--- src/display_text_sanitizer_top_macros.svh ---
// assertion macros shared by the display text sanitizer rtl
`ifndef DISPLAY_TEXT_SANITIZER_TOP_MACROS_SVH
`define DISPLAY_TEXT_SANITIZER_TOP_MACROS_SVH

`ifndef SYNTHESIS

// property checked on every clock edge outside reset
`define DTS_ASSERT(lbl, clk, rstn, prop) \
  lbl: assert property (@(posedge clk) disable iff (!rstn) (prop)) \
    else $error("display text sanitizer assertion failed");

// property checked on every clock edge, reset included
`define DTS_ASSERT_ALWAYS(lbl, clk, prop) \
  lbl: assert property (@(posedge clk) (prop)) \
    else $error("display text sanitizer assertion failed");

`else

`define DTS_ASSERT(lbl, clk, rstn, prop)
`define DTS_ASSERT_ALWAYS(lbl, clk, prop)

`endif

`endif

--- src/dts_pkg.sv ---
// types and byte codes of the display text sanitizer
`default_nettype none

package dts_pkg;

  // bytes of lookahead the judge unit looks at
  localparam int unsigned PEEK_N = 8;
  localparam int unsigned MAX_CHARS = 3;

  localparam logic [7:0] BYTE_NUL   = 8'd0;
  localparam logic [7:0] BYTE_NL    = 8'd10;
  localparam logic [7:0] BYTE_SPACE = 8'd32;
  localparam logic [7:0] LEAD_2B    = 8'd195;
  localparam logic [7:0] LEAD_3B    = 8'd226;
  localparam logic [7:0] CONT_128   = 8'd128;
  localparam logic [7:0] CONT_ELLIP = 8'd166;
  localparam logic [7:0] CONT_A     = 8'd160;
  localparam logic [7:0] CONT_E     = 8'd168;
  localparam logic [7:0] CONT_I     = 8'd172;
  localparam logic [7:0] CONT_O     = 8'd178;
  localparam logic [7:0] CONT_U     = 8'd185;

  localparam logic [7:0] CH8_H     = 8'h68;
  localparam logic [7:0] CH8_T     = 8'h74;
  localparam logic [7:0] CH8_P     = 8'h70;
  localparam logic [7:0] CH8_S     = 8'h73;
  localparam logic [7:0] CH8_COLON = 8'h3a;
  localparam logic [7:0] CH8_SLASH = 8'h2f;

  localparam logic [6:0] CH_SPACE = 7'h20;
  localparam logic [6:0] CH_STAR  = 7'h2a;
  localparam logic [6:0] CH_APOS  = 7'h27;
  localparam logic [6:0] CH_DOT   = 7'h2e;
  localparam logic [6:0] CH_A     = 7'h61;
  localparam logic [6:0] CH_E     = 7'h65;
  localparam logic [6:0] CH_I     = 7'h69;
  localparam logic [6:0] CH_O     = 7'h6f;
  localparam logic [6:0] CH_U     = 7'h75;

  // what judging the oldest byte does
  typedef struct packed {
    logic [1:0]                    cnt;
    logic [MAX_CHARS-1:0][6:0]     chars;
    logic [1:0]                    skip_d;
    logic                          link_d;
  } act_t;

  // window control from the sequencer
  typedef struct packed {
    logic push;
    logic shift;
  } win_ctrl_t;

endpackage

`default_nettype wire

--- src/display_text_sanitizer_top.sv ---
// display text sanitizer: byte window, judge unit and output sequencer
//
// Input channel in_valid_i/in_ready_o carries one text byte per word with
// in_last_i marking the final byte. Output channel out_valid_o/out_ready_i
// carries one result word: a 7-bit character, or a bare end marker with
// end_of_text_o set after the last character of a text.
// Bytes fill a LOOKAHEAD_DEPTH byte window. While the window is not yet
// full, bytes are taken back to back with no judge step. Once it fills,
// each byte is accepted, judged in the shared compare unit, and then its
// characters (0 to 3) are emitted one by one before the next byte is taken.
// The last byte flushes the window: each held byte is judged and its
// characters are emitted, then the end marker goes out.
// in_ready_o is low while a byte is judged, its characters are emitted or the end marker waits.
// A stalled receiver holds the output register and the sequencer waits;
// no word is dropped.
// Reset clears the window, fill count and link/skip state; the block is
// ready straight out of reset.
`default_nettype none
`include "display_text_sanitizer_top_macros.svh"

module display_text_sanitizer_top import dts_pkg::*; #(
  parameter int unsigned LOOKAHEAD_DEPTH = 8
) (
  input  wire logic       clk_i,
  input  wire logic       rst_ni,
  input  wire logic       in_valid_i,
  output logic            in_ready_o,
  input  wire logic [7:0] in_byte_i,
  input  wire logic       in_last_i,
  output logic            out_valid_o,
  input  wire logic       out_ready_i,
  output logic      [6:0] out_char_o,
  output logic            char_valid_o,
  output logic            end_of_text_o
);

  localparam int unsigned FILL_W = $clog2(LOOKAHEAD_DEPTH + 1);

  typedef enum logic [1:0] {
    S_IDLE,
    S_JUDGE,
    S_EMIT,
    S_END
  } state_e;

  state_e                      state_q;
  logic                        flush_q;
  logic [1:0]                  skip_q;
  logic                        link_q;
  logic [1:0]                  cnt_q;
  logic [1:0]                  idx_q;
  logic [MAX_CHARS-1:0][6:0]   chars_q;
  logic                        out_valid_q;
  logic [6:0]                  out_char_q;
  logic                        char_valid_q;
  logic                        eot_q;

  win_ctrl_t                   win_ctrl;
  logic [FILL_W-1:0]           fill;
  logic [FILL_W-1:0]           fill_dec;
  logic [PEEK_N-1:0][7:0]      peek;
  act_t                        act;
  logic                        in_acc;
  logic                        slot_free;
  logic                        full_next;
  logic                        out_load;

  dts_window #(
    .DEPTH (LOOKAHEAD_DEPTH)
  ) u_window (
    .clk_i  (clk_i),
    .rst_ni (rst_ni),
    .ctrl_i (win_ctrl),
    .byte_i (in_byte_i),
    .fill_o (fill),
    .peek_o (peek)
  );

  dts_judge u_judge (
    .peek_i (peek),
    .skip_i (skip_q),
    .link_i (link_q),
    .act_o  (act)
  );

  assign in_ready_o = (state_q == S_IDLE);
  assign in_acc     = in_valid_i && in_ready_o;
  assign slot_free  = !out_valid_q || out_ready_i;
  assign full_next  = (fill == FILL_W'(LOOKAHEAD_DEPTH - 1));
  assign fill_dec   = FILL_W'(fill - 1'b1);
  // output register takes a new word this cycle
  assign out_load   = slot_free && (state_q == S_EMIT || state_q == S_END);

  always_comb begin
    win_ctrl.push  = in_acc;
    win_ctrl.shift = (state_q == S_JUDGE);
  end

  // where to go once a judged byte has no characters left to emit
  function automatic state_e after_byte(input logic flush, input logic [FILL_W-1:0] f);
    state_e s;
    if (!flush) s = S_IDLE;
    else if (f == '0) s = S_END;
    else s = S_JUDGE;
    return s;
  endfunction

  always_ff @(posedge clk_i or negedge rst_ni) begin
    if (!rst_ni) begin
      state_q      <= S_IDLE;
      flush_q      <= 1'b0;
      skip_q       <= 2'd0;
      link_q       <= 1'b0;
      cnt_q        <= 2'd0;
      idx_q        <= 2'd0;
      out_valid_q  <= 1'b0;
      chars_q      <= '0;
      out_char_q   <= 7'd0;
      char_valid_q <= 1'b0;
      eot_q        <= 1'b0;
    end else begin
      if (out_valid_q && out_ready_i && !out_load) out_valid_q <= 1'b0;
      case (state_q)
        S_IDLE: begin
          if (in_acc) begin
            flush_q <= in_last_i;
            if (in_last_i || full_next) state_q <= S_JUDGE;
          end
        end
        S_JUDGE: begin
          skip_q  <= act.skip_d;
          link_q  <= act.link_d;
          chars_q <= act.chars;
          cnt_q   <= act.cnt;
          idx_q   <= 2'd0;
          if (act.cnt != 2'd0) state_q <= S_EMIT;
          else state_q <= after_byte(flush_q, fill_dec);
        end
        S_EMIT: begin
          if (slot_free) begin
            out_valid_q  <= 1'b1;
            out_char_q   <= chars_q[idx_q];
            char_valid_q <= 1'b1;
            eot_q        <= 1'b0;
            idx_q        <= 2'(idx_q + 2'd1);
            if (idx_q == 2'(cnt_q - 2'd1)) state_q <= after_byte(flush_q, fill);
          end
        end
        S_END: begin
          if (slot_free) begin
            out_valid_q  <= 1'b1;
            out_char_q   <= 7'd0;
            char_valid_q <= 1'b0;
            eot_q        <= 1'b1;
            flush_q      <= 1'b0;
            skip_q       <= 2'd0;
            link_q       <= 1'b0;
            state_q      <= S_IDLE;
          end
        end
        default: state_q <= S_IDLE;
      endcase
    end
  end

  assign out_valid_o   = out_valid_q;
  assign out_char_o    = out_char_q;
  assign char_valid_o  = char_valid_q;
  assign end_of_text_o = eot_q;

  // a byte is only taken while the window has room for it
  `DTS_ASSERT(a_no_overflow, clk_i, rst_ni, in_ready_o |-> (fill < FILL_W'(LOOKAHEAD_DEPTH)))
  // the end marker never carries a character
  `DTS_ASSERT(a_marker_bare, clk_i, rst_ni, (out_valid_o && end_of_text_o) |-> !char_valid_o)
  // once the end marker goes out the window is empty and input reopens
  `DTS_ASSERT(a_end_empties, clk_i, rst_ni,
    (state_q == S_END && slot_free) |=> (fill == '0 && in_ready_o && !link_q))
  // a multibyte skip never exceeds two bytes
  `DTS_ASSERT_ALWAYS(a_skip_range, clk_i, skip_q != 2'd3)

endmodule

`default_nettype wire

--- src/dts_window.sv ---
// lookahead window: shift register of text bytes with fill count
`default_nettype none

module dts_window import dts_pkg::*; #(
  parameter int unsigned DEPTH = 8
) (
  input  wire logic                           clk_i,
  input  wire logic                           rst_ni,
  input  wire win_ctrl_t                      ctrl_i,
  input  wire logic [7:0]                     byte_i,
  output logic      [$clog2(DEPTH+1)-1:0]     fill_o,
  output logic      [PEEK_N-1:0][7:0]         peek_o
);

  localparam int unsigned FILL_W = $clog2(DEPTH + 1);
  localparam int unsigned IDX_W  = $clog2(DEPTH);

  logic [7:0]        win_q [DEPTH];
  logic [FILL_W-1:0] fill_q;

  // entries at or above the fill count always hold zero
  always_ff @(posedge clk_i or negedge rst_ni) begin
    if (!rst_ni) begin
      for (int k = 0; k < DEPTH; k++) win_q[k] <= 8'd0;
      fill_q <= '0;
    end else if (ctrl_i.shift) begin
      for (int k = 0; k < DEPTH - 1; k++) win_q[k] <= win_q[k+1];
      win_q[DEPTH-1] <= 8'd0;
      fill_q <= FILL_W'(fill_q - 1'b1);
    end else if (ctrl_i.push) begin
      win_q[fill_q[IDX_W-1:0]] <= byte_i;
      fill_q <= FILL_W'(fill_q + 1'b1);
    end
  end

  assign fill_o = fill_q;

  for (genvar g = 0; g < PEEK_N; g++) begin : g_peek
    assign peek_o[g] = win_q[g];
  end

endmodule

`default_nettype wire

--- src/dts_judge.sv ---
// compare unit that judges the oldest window byte against its lookahead
`default_nettype none

module dts_judge import dts_pkg::*; (
  input  wire logic [PEEK_N-1:0][7:0] peek_i,
  input  wire logic [1:0]             skip_i,
  input  wire logic                   link_i,
  output act_t                        act_o
);

  logic [7:0] b;
  logic       link_start;
  logic [6:0] vowel;

  assign b = peek_i[0];

  always_comb begin
    link_start = 1'b0;
    if (peek_i[0] == CH8_H && peek_i[1] == CH8_T && peek_i[2] == CH8_T &&
        peek_i[3] == CH8_P) begin
      if (peek_i[4] == CH8_COLON && peek_i[5] == CH8_SLASH && peek_i[6] == CH8_SLASH)
        link_start = 1'b1;
      else if (peek_i[4] == CH8_S && peek_i[5] == CH8_COLON &&
               peek_i[6] == CH8_SLASH && peek_i[7] == CH8_SLASH)
        link_start = 1'b1;
    end
  end

  always_comb begin
    case (peek_i[1])
      CONT_A:  vowel = CH_A;
      CONT_E:  vowel = CH_E;
      CONT_I:  vowel = CH_I;
      CONT_O:  vowel = CH_O;
      CONT_U:  vowel = CH_U;
      default: vowel = 7'd0;
    endcase
  end

  always_comb begin
    act_o        = '0;
    act_o.skip_d = skip_i;
    act_o.link_d = link_i;
    if (skip_i != 2'd0) begin
      act_o.skip_d = 2'(skip_i - 2'd1);
    end else if (link_i) begin
      if (b == BYTE_SPACE || b == BYTE_NUL) act_o.link_d = 1'b0;
    end else if (b == BYTE_NL) begin
      act_o.cnt      = 2'd1;
      act_o.chars[0] = CH_SPACE;
    end else if (b[7]) begin
      if (b == LEAD_2B) begin
        // two-byte accented vowel, unknown second byte drops both
        if (vowel != 7'd0) begin
          act_o.cnt      = 2'd2;
          act_o.chars[0] = vowel;
          act_o.chars[1] = CH_APOS;
        end
        act_o.skip_d = 2'd1;
      end else if (b == LEAD_3B) begin
        if (peek_i[1] == CONT_128 && peek_i[2] == CONT_ELLIP) begin
          act_o.cnt      = 2'd3;
          act_o.chars[0] = CH_DOT;
          act_o.chars[1] = CH_DOT;
          act_o.chars[2] = CH_DOT;
          act_o.skip_d   = 2'd2;
        end
      end else begin
        act_o.cnt      = 2'd1;
        act_o.chars[0] = CH_STAR;
      end
    end else if (link_start) begin
      act_o.link_d = 1'b1;
    end else if (b != BYTE_NUL) begin
      act_o.cnt      = 2'd1;
      act_o.chars[0] = b[6:0];
    end
  end

endmodule

`default_nettype wire
--- config.mk ---
export PLATFORM = sky130hd
export DESIGN_NAME = display_text_sanitizer_top
export DESIGN_NICKNAME = d
export VERILOG_FILES = /design/src/dts_pkg.sv /design/src/display_text_sanitizer_top.sv /design/src/dts_window.sv /design/src/dts_judge.sv
export VERILOG_INCLUDE_DIRS = /design/src /design/src/src
export SDC_FILE = /design/constraint.sdc
export NUM_CORES = 1
export LEC_CHECK = 0
export BUFFER_PORTS_ARGS = -buffer_cell sky130_fd_sc_hd__buf_2
export CORE_MARGIN = 4
export CORE_UTILIZATION = 43
export CTS_CLUSTER_DIAMETER = 120
export CTS_CLUSTER_SIZE = 16
export DETAILED_ROUTE_END_ITERATION = 16
export SYNTH_ARGS = -nofsm -noshare
export SYNTH_HDL_FRONTEND = slang
export SYNTH_SLANG_ARGS = --single-unit
--- constraint.sdc ---
create_clock -name clk_i -period 2.05 [get_ports clk_i]
set_input_delay 0.41 -clock clk_i [delete_from_list [all_inputs] [get_ports clk_i]]
set_output_delay 0.41 -clock clk_i [all_outputs]
set_load 0.02 [all_outputs]
======== Word level (Yosys, flattened, before mapping) ========
Index checks and enable logic that the tools add are counted.
word-level totals
  register bits after elaboration ......... 109
  input port bits ......................... 13
  output and inout bits ................... 11
  word-level logic and storage cells ...... 189
operators by class
  $add $sub $neg .......................... 5
  magnitude comparators ................... 3
  equality and inequality tests ........... 37
  multiplexer cells ....................... 81
  bitwise operators ....................... 1
  reductions and logical operators ........ 40
operators with widths
  kind                                                                      number
  25-bit two-way mux                                                        8
  64-bit two-way mux                                                        2
  14-bit two-way mux                                                        8
  8-bit equality test (second input constant)                               9
  64-bit bitwise mux                                                        1
  7-bit two-way mux                                                         9
  8-bit by 6-bit equality test with 1-bit output (second input constant)    6
  8-bit by 7-bit equality test with 1-bit output (second input constant)    5
  2-bit two-way mux                                                         19
  7-bit case mux with 5 select lines                                        1
  8-bit demux with 3-bit select                                             1
  23-bit two-way mux                                                        1
  1-bit two-way mux                                                         16
  16-bit two-way mux                                                        1
  7-bit binary-select mux with 2-bit select                                 1
  1-bit logical AND                                                         14
  7-bit case mux with 2 select lines                                        1
  2-bit nonzero test                                                        7
  13-bit two-way mux                                                        1
  3-bit by 2-bit inequality test with 1-bit output (second input constant)  3
  3-bit AND reduction                                                       3
  8-bit by 4-bit equality test with 1-bit output (second input constant)    1
  4-bit logical NOT                                                         2
  8-bit logical NOT                                                         1
  30 further kinds                                                          46

======== Logic depth before layout (Yosys ltp) ========
  depth in word-level cells ............... 23
  mapped depth ............................ 7
  mapped depth without buffers ............ 7

======== Modules after synthesis ========
Synthesis repeated with hierarchy kept, for this count alone.
unflattened totals
  cell total of the unflattened synthesis .. 585
  area, all modules ....................... 5873.1 um^2
modules (own cells, without submodules)
  module                      times used  cells each  area each (um^2)  sequential area each (um^2)
  dts_window                  1           325         3360.7            1701.6
  display_text_sanitizer_top  1           149         1820.5            1026.0
  dts_judge                   1           111         691.9             0.0

======== Least setup slack after synthesis ========
Ideal clock, no wire load.
  path type ............................... reg-to-reg
  start ................................... reg u_window.win_q (netlist bit u_window.peek_o[0])
  end ..................................... reg state_q[0]
  library setup time ...................... 0.120 ns
  data arrival time ....................... 1.913 ns
  required time ........................... 1.930 ns
  setup slack ............................. 0.017 ns
  stages on the path, launching flop included .. 6
  buffers on the path ..................... 0
  period minus slack after synthesis ...... 2.033 ns
  path through ............................ dfrtp_1 -> or4_4 -> or4_4 -> o31ai_1 -> a22oi_2 -> a31o_2
between the ends
  word-level cells in the longest chain between the ends .. 13
  elaborated cells between the ends (all ways) .. 20
  those cells by class .................... eq/ne: 4; mux: 11; reduce/logical: 5
ends and longest elaborated chain
  item                                            RTL line                           source
  from (decl)                                     dts_window.sv:18                   logic [7:0] win_q [DEPTH];
  from (signal, indexed assignment)               dts_window.sv:31                   win_q[fill_q[IDX_W-1:0]] <= byte_i;
  8-bit by 7-bit equality test with 1-bit output  dts_judge.sv:19                    if (peek_i[0] == CH8_H && peek_i[1] == CH8_T && peek_i[2] == CH8_T &&
  1-bit logical AND (3 in series)                 dts_judge.sv:19
  1-bit two-way mux                               dts_judge.sv:19
  1-bit two-way mux                               dts_judge.sv:72                    end else if (link_start) begin
  2-bit two-way mux                               dts_judge.sv:51                    end else if (b[7]) begin
  2-bit two-way mux (*)                           dts_judge.sv:48                    end else if (b == BYTE_NL) begin
  25-bit two-way mux (*)                          dts_judge.sv:46                    end else if (link_i) begin
  23-bit two-way mux (*)                          dts_judge.sv:44                    if (skip_i != 2'd0) begin
  2-bit nonzero test (*)                          display_text_sanitizer_top.sv:136  if (act.cnt != 2'd0) state_q <= S_EMIT;
  2-bit two-way mux (*)                           display_text_sanitizer_top.sv:136
  2-bit case mux with 4 select lines (*)          display_text_sanitizer_top.sv:123  case (state_q)
  to (signal assigned)                            display_text_sanitizer_top.sv:137  else state_q <= after_byte(flush_q, fill_dec);
  to (signal assigned)                            display_text_sanitizer_top.sv:146  if (idx_q == 2'(cnt_q - 2'd1)) state_q <= after_byte(flush_q, fill);
  to (decl)                                       display_text_sanitizer_top.sv:46   state_e state_q;
Mark *: on every way between the ends. The rest lies on a longest branch, timed or not. The select of a mux whose other input is x is not followed.
A chain may end at the register's enable or synchronous reset.

======== Worst setup path after layout ========
  start ................................... reg u_window.win_q (netlist bit u_window.peek_o[11])
  end ..................................... reg chars_q[3] (netlist bit)
between the ends
  word-level cells in the longest chain between the ends .. 15
  elaborated cells between the ends (all ways) .. 29
  those cells by class .................... eq/ne: 7; mux: 17; reduce/logical: 5
ends and longest elaborated chain
  item                    RTL line                           source
  8-bit equality test     dts_judge.sv:61                    if (peek_i[1] == CONT_128 && peek_i[2] == CONT_ELLIP) begin
  1-bit logical AND       dts_judge.sv:61
  25-bit two-way mux      dts_judge.sv:61
  25-bit two-way mux      dts_judge.sv:60                    end else if (b == LEAD_3B) begin
  25-bit two-way mux      dts_judge.sv:52                    if (b == LEAD_2B) begin
  25-bit two-way mux      dts_judge.sv:51
  25-bit two-way mux      dts_judge.sv:48
  25-bit two-way mux      dts_judge.sv:46
  25-bit two-way mux      dts_judge.sv:44
  7-bit two-way mux       dts_judge.sv:60
  16-bit two-way mux      dts_judge.sv:52
  7-bit two-way mux (*)   dts_judge.sv:51
  7-bit two-way mux (*)   dts_judge.sv:48
  25-bit two-way mux (*)  dts_judge.sv:46
  23-bit two-way mux (*)  dts_judge.sv:44
  to (signal assigned)    display_text_sanitizer_top.sv:133  chars_q <= act.chars;
  to (decl)               display_text_sanitizer_top.sv:52   logic [MAX_CHARS-1:0][6:0] chars_q;
Marked as above.

==> results.json <==
{
  "cp_slowest_cell": "dfrtp_1",
  "start_util": 0.438,
  "cp-end-kind": "flop",
  "async_flop_share": 1.00,
  "ys_seq_area_frac": 0.487,
  "fin_crit_ns": 2.05,
  "root_buffer": "clkbuf_16",
  "synth_top_flop_cell": "dfrtp_1",
  "nets": 632,
  "cts_sinks": 97,
  "diodes": 0,
  "min_path_type": "in -> async",
  "dpl_cell_area_um2": 5620,
  "drt.antenna.violating_nets": 0,
  "cp-start-kind": "flop",
  "route.detailed.drc": 0,
  "finalInstanceArea_um2": 6040,
  "globalRouteOverflowTotal": 0,
  "cts_buffers": 9,
  "worstMarginPinSlew_ns": 0.620,
  "cap_violations": 0,
  "place_hpwl_mm": 9.25,
  "synth_seq_cells": 97,
  "setup_slack_ns": -0.00186,
  "synth_edf_count": 0,
  "vdd_drop_max_uv": 839,
  "dr.first_iter.drc_count": 310,
  "die_w_um": 116,
  "yosysWarnings": 0,
  "maxSlewViolCount": 0,
  "portBuffers": 23,
  "syn_avg_cell_area_um2": 9.03,
  "finClkSkew_ns": 0.0105,
  "vias": 4339,
  "yosys.area.top_type_share": 0.487,
  "area_growth_pct": 21.1,
  "die_height_um": 116,
  "synth_common_cells": "149 x nand2_1, 97 x dfrtp_1, 49 x a22oi_1",
  "first_pass_iters": 5,
  "drt-total-wl_mm": 13.4,
  "hold_ws_ns": 0.103,
  "post_synth_num_cell_types": 61,
  "wl_per_cell_um": 17.5,
  "outcome": "complete, but fails checks",
  "path_clk_slew_ns": 0.07,
  "io_pins": 24,
  "avgViaCountPerCell": 5.69,
  "grt_util_all_layers": 0.216,
  "h-tree-depth": 3,
  "cts_tree": "done",
  "synth_area_um2": 4980,
  "synthTopCellsByArea": "dfrtp_1 49%, nand2_1 11%, a22oi_1 7.4%",
  "relSlewSlack": 0.586,
  "grt_max_degree": 98,
  "die_area_um2": 13400,
  "worstPathRequired_ns": 2.32,
  "core_area_um2": 11400,
  "finalSetupViolCount": 1,
  "arrival_ns": 2.32,
  "fin_crit_sh": 1.00,
  "slowest_delay_ns": 0.41,
  "crit_fanout": 4,
  "antenna_found_initial": 0,
  "synth_nets": 569,
  "drive_gt1_frac": 0.202,
  "num_rows": 39,
  "cp_top_family": "simple AND/OR/NAND/NOR gates",
  "leakagePower_nw": 2.86,
  "cp_cell_sequence": "nand3b_1 -> or2_1 -> o22a_1 -> or3_4 -> o41a_1 -> o31ai_2",
  "grt_pass1_wl_mm": 22.5,
  "violations": "negative setup slack",
  "multi_input_comb_area_um2": 2470,
  "num-fill-cells": 1056,
  "criticalPathCategory": "reg -> reg",
  "synth_cells": 552,
  "yosysMostFrequentCell": "nand2_1",
  "rsz0062_at_grt": "yes",
  "power_density_nw_per_um2": 1440,
  "maxClockFrequency_mhz": 487,
  "synth.largest_area_cell": "dfrtp_1",
  "hold_violations": 0,
  "ff_latch_area_um2": 2430,
  "gp_congestion": 0.869,
  "path_buf_inv": 0,
  "clockBufferDepth": 2,
  "clock_latency_ns": 0.36,
  "first_global_vias": 4389
}
## through the flow
step | std cells | setup slack, ns | utilization | power (W) | TNS (ns)
3_3_place_gp | 744 | -0.00971 | 0.494 | 0.00666 | -0.0189
5_1_grt | 763 | -0.107 | 0.531 | 0.00937 | -0.312
6_report | 763 | -0.00186 | 0.531 | 0.00872 | -0.00186
4_1_cts | 761 | -0.0261 | 0.528 | 0.00872 | -0.0792
3_5_place_dp | 744 | -0.114 | 0.494 | 0.00676 | -0.984
2_1_floorplan | 552 | 0.0171 | - | 0.00540 | 0
## where the power goes
group	internal [W]	total (W)	leakage [nW]	switching, W
registers	0.00259	0.00318	1.29	0.000593
logic	0.00151	0.00367	1.42	0.00216
clock network	0.00108	0.00187	0.156	0.000786
## kinds of logic after synthesis
group                    synth area share
multiplexers                       0.0341
adder cells (fa/ha/maj)            0.0100
AO/OA/AOI/OAI                       0.175
AND/OR/NAND/NOR                     0.253
XOR/XNOR                          0.00878
buffers and inverters              0.0319
flip-flops                          0.487
## sequential cells by signal, summed over array words and instances, names as in the netlist
register         cells
char_valid_o         1
chars_q             10
cnt_q                1
end_of_text_o        1
flush_q              1
idx_q                2
link_q               1
out_char_o           7
out_valid_o          1
skip_q               2
state_q              2
u_window.fill_o      4
u_window.peek_o     64
## layer usage
| layer | part of all wire | routed length, um | global-route usage |
|---|---|---|---|
| met1 | 0.44 | 5880 | 0.272 |
| met2 | 0.50 | 6710 | 0.375 |
| met3 | 0.038 | 507 | 0.0460 |
| met4 | 0.021 | 275 | 0.0665 |
| met5 | 0 | 0 | 0 |
## placed cells by master, fill, tap and decap left out, types with 7 or more instances in the layout
cell type  netlist  routed
inv_1            9       9
dfrtp_1         97      95
o21ai_0         30      24
buf_2            3      22
a21oi_1         11      11
buf_4            1      58
clkbuf_16        0       9
a22oi_1         49      49
mux2i_1         17      17
nor2_1          35      34
nand2_1        149     149
nand3_1          9       9
nor2b_1          7       7
## area by class of cell
| cell class | instances | area share |
|---|---|---|
| Multi-Input combinational cell | 415 | 0.409 |
| Clock inverter | 7 | 0.0170 |
| Tap cell | 143 | 0.0296 |
| Timing Repair Buffer | 83 | 0.0988 |
| Clock buffer | 9 | 0.0373 |
| Sequential cell | 97 | 0.402 |
| Inverter | 9 | 0.00559 |
## path summary, 6_finish.rpt
kind | start | end | slack (ns) | cells past startpoint
max in group asynchronous | rst_ni | u_window.peek_o[12] | 1.52 | 2
max reg2reg | u_window.peek_o[11] | chars_q[3] | -0.002 | 6
max | u_window.peek_o[11] | chars_q[3] | -0.002 | 6
min in group clk_i | in_last_i | flush_q | 0.26 | 3
min reg2reg | char_valid_o | char_valid_o | 0.48 | 2
min | rst_ni | out_valid_o | 0.10 | 2
## what timing repair did
action,4_1_cts,5_1_grt
pin swaps,14,4
buffers inserted,1,2
resized for setup,14,5
setup endpoints to repair,13,12
hold buffers,0,0
No activity file was read; power rests on OpenSTA's default activity.
